<file path="config.mk">
export PLATFORM = sky130hd
export DESIGN_NAME = nskh_ctrl
export DESIGN_NICKNAME = d
export VERILOG_FILES = /design/src/hdl/nskh_pkg.sv /design/src/hdl/nskh_ctrl.sv
export SDC_FILE = /design/constraint.sdc
export NUM_CORES = 1
export LEC_CHECK = 0
export BUFFER_PORTS_ARGS = -buffer_cell sky130_fd_sc_hd__buf_4
export CAP_MARGIN = 10
export CORE_AREA = 2 2 39 41
export CTS_CLUSTER_DIAMETER = 40
export DETAILED_ROUTE_END_ITERATION = 10
export DIE_AREA = 0 0 41 43
export GPL_ROUTABILITY_DRIVEN = 0
export PLACE_DENSITY = 0.47
export SYNTH_ARGS = -nofsm -noshare
export SYNTH_HDL_FRONTEND = slang
export SYNTH_SLANG_ARGS = --single-unit
</file>
<file path="constraint.sdc">
create_clock -name clock -period 2.7 [get_ports clock]
set_clock_uncertainty 0.15 [all_clocks]
set_input_delay 0.27 -clock clock [delete_from_list [all_inputs] [get_ports clock]]
set_output_delay 0.27 -clock clock [all_outputs]
set_load 0.01 [all_outputs]
</file>
<file path="src/hdl/nskh_pkg.sv">
`timescale 1ns / 1ps
// ----------------------------------------------------------------------------
// nskh_pkg
// Shared constants, types and the FNV-1a fold for the name/size key hash.
// ----------------------------------------------------------------------------
package nskh_pkg;

   localparam int unsigned HashWidth  = 32;
   localparam int unsigned ByteWidth  = 8;
   localparam int unsigned SizeWidth  = 32;
   localparam int unsigned DigitsMax  = 10;
   localparam int unsigned CountWidth = 4;

   localparam logic [HashWidth-1:0] HASH_BASIS = 32'd2166136261;
   localparam logic [ByteWidth-1:0] CHAR_COLON = 8'h3a;
   localparam logic [ByteWidth-1:0] CHAR_ZERO  = 8'h30;
   // ceil(2^35 / 10), exact quotient for any 32-bit dividend
   localparam logic [SizeWidth-1:0] RECIP_TEN  = 32'hcccccccd;
   localparam int unsigned          RecipShift = 35;

   typedef struct packed {
      logic load_byte;
      logic load_size;
      logic fold_colon;
      logic div_step;
      logic fold_digit;
      logic emit;
   } nskh_cmd_type;

   typedef struct packed {
      logic quot_zero;
      logic last_digit;
   } nskh_status_type;

   // xor the byte, then multiply by 16777619 = 2^24 + 2^8 + 2^7 + 2^4 + 2^1 + 1
   function automatic logic [HashWidth-1:0] fnv_fold(input logic [HashWidth-1:0] h,
                                                      input logic [ByteWidth-1:0] b);
      logic [HashWidth-1:0] x;
      x = h ^ {{(HashWidth-ByteWidth){1'b0}}, b};
      return (x << 24) + (x << 8) + (x << 7) + (x << 4) + (x << 1) + x;
   endfunction

endpackage

</file>
<file path="src/hdl/nskh_ctrl.sv">
`timescale 1ns / 1ps
// ----------------------------------------------------------------------------
// nskh_ctrl
// Sequencer for byte folding, the size-to-decimal loop and result hand-off.
// ----------------------------------------------------------------------------
module nskh_ctrl (
   input  logic                     clock,
   input  logic                     reset,
   input  logic                     req_valid,
   input  logic                     req_is_last,
   output logic                     req_ready,
   input  logic                     rsp_ready,
   output logic                     rsp_valid,
   input  nskh_pkg::nskh_status_type status,
   output nskh_pkg::nskh_cmd_type    cmd
);
   import nskh_pkg::*;

   typedef enum logic [3:0] {
      ST_IDLE  = 4'b0001,
      ST_COLON = 4'b0010,
      ST_DIV   = 4'b0100,
      ST_FOLD  = 4'b1000
   } state_type;

   state_type state_ff, state_in;
   logic      rsp_valid_ff, rsp_valid_in;
   logic      out_free;

   assign out_free  = !rsp_valid_ff || rsp_ready;
   assign req_ready = (state_ff == ST_IDLE);
   assign rsp_valid = rsp_valid_ff;

   always_comb begin
      state_in = state_ff;
      cmd      = '0;
      unique case (state_ff)
         ST_IDLE: begin
            if (req_valid) begin
               cmd.load_byte = 1'b1;
               if (req_is_last) begin
                  cmd.load_size = 1'b1;
                  state_in      = ST_COLON;
               end
            end
         end
         ST_COLON: begin
            cmd.fold_colon = 1'b1;
            cmd.div_step   = 1'b1;
            state_in       = status.quot_zero ? ST_FOLD : ST_DIV;
         end
         ST_DIV: begin
            cmd.div_step = 1'b1;
            if (status.quot_zero) begin
               state_in = ST_FOLD;
            end
         end
         ST_FOLD: begin
            if (!status.last_digit) begin
               cmd.fold_digit = 1'b1;
            end else if (out_free) begin
               cmd.fold_digit = 1'b1;
               cmd.emit       = 1'b1;
               state_in       = ST_IDLE;
            end
         end
         default: state_in = ST_IDLE;
      endcase
   end

   always_comb begin
      if (cmd.emit) begin
         rsp_valid_in = 1'b1;
      end else if (rsp_ready) begin
         rsp_valid_in = 1'b0;
      end else begin
         rsp_valid_in = rsp_valid_ff;
      end
   end

   always_ff @(posedge clock) begin
      if (reset) begin
         state_ff     <= ST_IDLE;
         rsp_valid_ff <= 1'b0;
      end else begin
         state_ff     <= state_in;
         rsp_valid_ff <= rsp_valid_in;
      end
   end

endmodule

</file>
Word-level counts from Yosys, hierarchy flattened. Cells that the tools add are included.

Bits in registers: 5. Bits of input ports: 7. Output and inout bits: 8. Logic and storage cells: 34.

Equality and inequality tests: 9. Muxes and demuxes: 18. Reductions and logical operators: 5.

Operators with widths (number): 4-bit two-way mux (6); 4-bit case mux with 4 select lines (1); 2-bit != test (second input constant) (5); 2-bit two-way mux (4); 1-bit two-way mux (7); 5-bit AND reduction (1); 4-bit by 1-bit equality test with 1-bit output (second input constant) (1); 4-bit by 2-bit equality test with 1-bit output (second input constant) (1); 4-bit by 3-bit equality test with 1-bit output (second input constant) (1); 4-bit equality test (second input constant) (1); 2-bit nonzero test (1); 2-bit OR reduction (1); 1-bit zero test (1); 1-bit logical OR (1).

Logic depth before layout (Yosys ltp).
Word-level depth: 6. Depth in mapped cells: 5. Mapped depth without buffers: 4.

Worst setup path after synthesis. OpenSTA, ideal clock, no wires.

Kind: register to register. Start: register state_ff[3]. End: register state_ff[3]. Library setup time: 121 ps. Data arrival time: 1465 ps. Data required time: 2429 ps. Path slack: 964 ps. Stages on the path, launching flop included: 6. Buffers on the path: 1. Clock period less this slack: 1736 ps. Cells stage by stage: dfxtp_1 buf_4 nor4b_2 a21boi_2 nor3_2 mux2_4.

Cells in the longest elaborated chain, start to end: 3. Elaborated cells on any way between the ends: 11. Those cells by class: eq/ne (9); mux (1); reduce/logical (1).

Ends and longest elaborated chain: start, declared (RTL line nskh_ctrl.sv:26) `state_type state_ff, state_in;`; start signal, assigned (RTL line nskh_ctrl.sv:86) `state_ff <= state_in;`; 4-bit by 1-bit equality test with 1-bit output (*); net req_ready (RTL line nskh_ctrl.sv:11) `output logic req_ready,`; 2-bit != test (no line); 5-bit AND reduction (no line).

The timed path passes the listed nets; every way through them passes the cells marked *. A chain may end at the register's enable or synchronous reset.

==> metrics <==
clk sinks=5; Fillers=163; 1st-iter DRT viols=2; crit-path cells=or4b_4, a31oi_1, buf_4; slowest library cell on the worst path=or4b_4; final hold violation count=0; worst endpoint required time=2.28 ns; Num CTS Buffers=3; drt wl/cell=11.3 µm; # IOs=15; vias per cell=4.67; post-cts gate resize count=0; CP Max Fanout=9; overall die width=41 µm; critical path's top delay family=simple AND/OR/NAND/NOR gates; total global routing overflow=0; hpwl dp=621 µm; ranking of synthesized cells by area=dfxtp_1 (28%), nand2b_1 (5.2%), a21oi_4 (4.5%); worst setup margin=0.739 ns; Post-Synthesis Cells=41; initial core utilization=0.259; core area=1380 µm²; register area=100 µm²; Post-synth ARST share=0; static leakage=0.216 nW; CP peak stage delay=0.53 ns; type of the worst min-delay path=in2reg; VDD IR max=0.208 mV; GRT Util Overall=0.110; WL final=827 µm; Die Y=43 µm; syn_area_per_cell=8.73 µm²; first-pass GRT wire length=1.27 mm; pwr dens=430 nW/µm²; final setup fails=0; area of the multi-input gates=231 µm²; port buffer count=14; area share of the largest cell type after synthesis=0.280; type of the worst setup path=reg2out; initial antenna violation count=0; Cell Rows=14; Max-cap violations=0; setup TNS=0 ns; Slew @ Worst Pin=0.425 ns; period utilization=0.726; layout cell share with drive strength beyond 1=0.404; Fmax=510 MHz; arrival time at the worst endpoint=1.54 ns; post-CTS setup buffer count=0; RSZ-0062 raised after global routing=no; DR DRC count=0; type of origin of the critical path=register; clk root buf=clkbuf_4; leading area contributor after synthesis=dfxtp_1; Max Root-Sink Buffers=2; top-count cell post-synth=dfxtp_1; post-route ant nets=0; cts hold-fix bufs=0; outcome=complete, no violations; largest net degree at the start of global routing=10; commonest cells in the netlist=dfxtp_1 (5), nor2_1 (4), inv_1 (3), nand2b_1 (3); CTS tree=built; n_diodes=0; final net count=65; area grow syn2layout=38.1%; clk_lat worst skew=0.24 ns; Pre-Repair DR Iteration Count=4; post-synth cell types=27; max-slew violations=0; YS warnings=0; register area share after synthesis=0.280; Worst slew margin=0.709; die area=1760 µm²; Place WS=0.912 ns; Critical Path Sink Type=output port; post-synthesis instance area=358 µm²; vias in the first global route=309; synthesized flop and latch total=5; CP Buf/Inv Count=1; Post-synth EDFFs=0; H-tree depth=1; ys flop type=dfxtp_1; Post-Syn Nets=48; Tmin final=1.96 ns; Clock Pin Slew Worst Setup and Hold Paths=0.04 ns; Vias=341
stage by stage:
| step | instance area [µm²] | power (W) | util | instances | hold slack (ns) |
|---|---|---|---|---|---|
| final | 494 | 0.000212 | 0.357 | 73 | 0.0937 |
| after global routing | 494 | 0.000227 | 0.357 | 73 | 0.0921 |
| after CTS | 494 | 0.000217 | 0.357 | 73 | 0.0896 |
| after detailed placement | 468 | 0.000127 | 0.338 | 69 | 0.346 |
| after global placement | 468 | 0.000128 | 0.338 | 69 | 0.347 |
| after floorplan | 358 | 0.000105 | - | 41 | 0.189 |
worst paths after layout:
path | depth (start not counted) | from | slack (ns) | end
worst max-delay path | 3 | state_ff[3] | 0.74 | cmd[1]
worst max register to register | 4 | state_ff[3] | 0.91 | state_ff[3]
worst min-delay path | 2 | reset | 0.09 | rsp_valid
worst min register to register | 2 | state_ff[2] | 0.46 | state_ff[2]
cell usage in the layout, fill, tap and decap left out:
cell type | synthesis | final
a211oi_1 | 1 | 1
clkbuf_4 | 0 | 3
inv_1 | 3 | 3
clkbuf_1 | 0 | 1
a31oi_1 | 1 | 1
o21ai_1 | 1 | 1
nand3_1 | 1 | 1
nand3b_1 | 1 | 1
a21boi_2 | 1 | 1
nand2_1 | 1 | 1
mux2_4 | 1 | 1
a21oi_4 | 1 | 1
a2111oi_0 | 1 | 1
a21oi_1 | 1 | 1
and3_1 | 2 | 2
nor3_2 | 1 | 1
nor2_1 | 4 | 4
buf_4 | 2 | 14
xnor2_1 | 1 | 1
nor4b_2 | 1 | 1
nor4_1 | 1 | 1
o31ai_1 | 1 | 1
or4b_4 | 1 | 1
nor2b_1 | 2 | 2
nand2b_1 | 3 | 3
dfxtp_1 | 5 | 5
and2_1 | 1 | 1
nor3_1 | 1 | 1
nor4b_1 | 1 | 1
report_power, final:
group / leakage (nW) / switching, W / internal, W
Sequential: 0.0406 / 0.00000509 / 0.0000767
Clock: 0.0150 / 0.0000310 / 0.0000559
Combinational: 0.160 / 0.0000191 / 0.0000246
Total: 0.216 / 0.0000552 / 0.000157
state kept, by name, indices dropped and copies added, names as in the netlist:
signal / count
rsp_valid: 1
state_ff: 4
worst register-to-register path: stages, from the launching register on:
cell     delay [ns]
dfxtp_1        0.48
or4b_4         0.53
a21oi_4        0.14
nor3_2         0.07
mux2_4         0.30
area by class of cell:
cell class / instances / area share
inverter: 3 / 0.0228
multi-input combinational: 31 / 0.468
timing repair buffer: 14 / 0.213
tap: 16 / 0.0405
clock buffer: 4 / 0.0532
sequential: 5 / 0.203
per-layer routing:
metal | wire length [µm] | vias up | track usage
met5 | 0 | - | 0
met4 | 0 | 0 | 0.0200
met3 | 44 | 0 | 0.0785
met2 | 398 | 14 | 0.153
met1 | 384 | 150 | 0.138
li1 | - | 177 | -
logic make-up (layout without fill, tap and decap cells):
| group | after synthesis | in the layout | synth area share |
|---|---|---|---|
| compound gates | 8 | 8 | 0.189 |
| buf+inv | 5 | 21 | 0.0734 |
| simple gates | 21 | 21 | 0.392 |
| flops | 5 | 5 | 0.280 |
| mux | 1 | 1 | 0.0419 |
| xor+xnor | 1 | 1 | 0.0245 |
No activity file was read; power rests on OpenSTA's default activity.
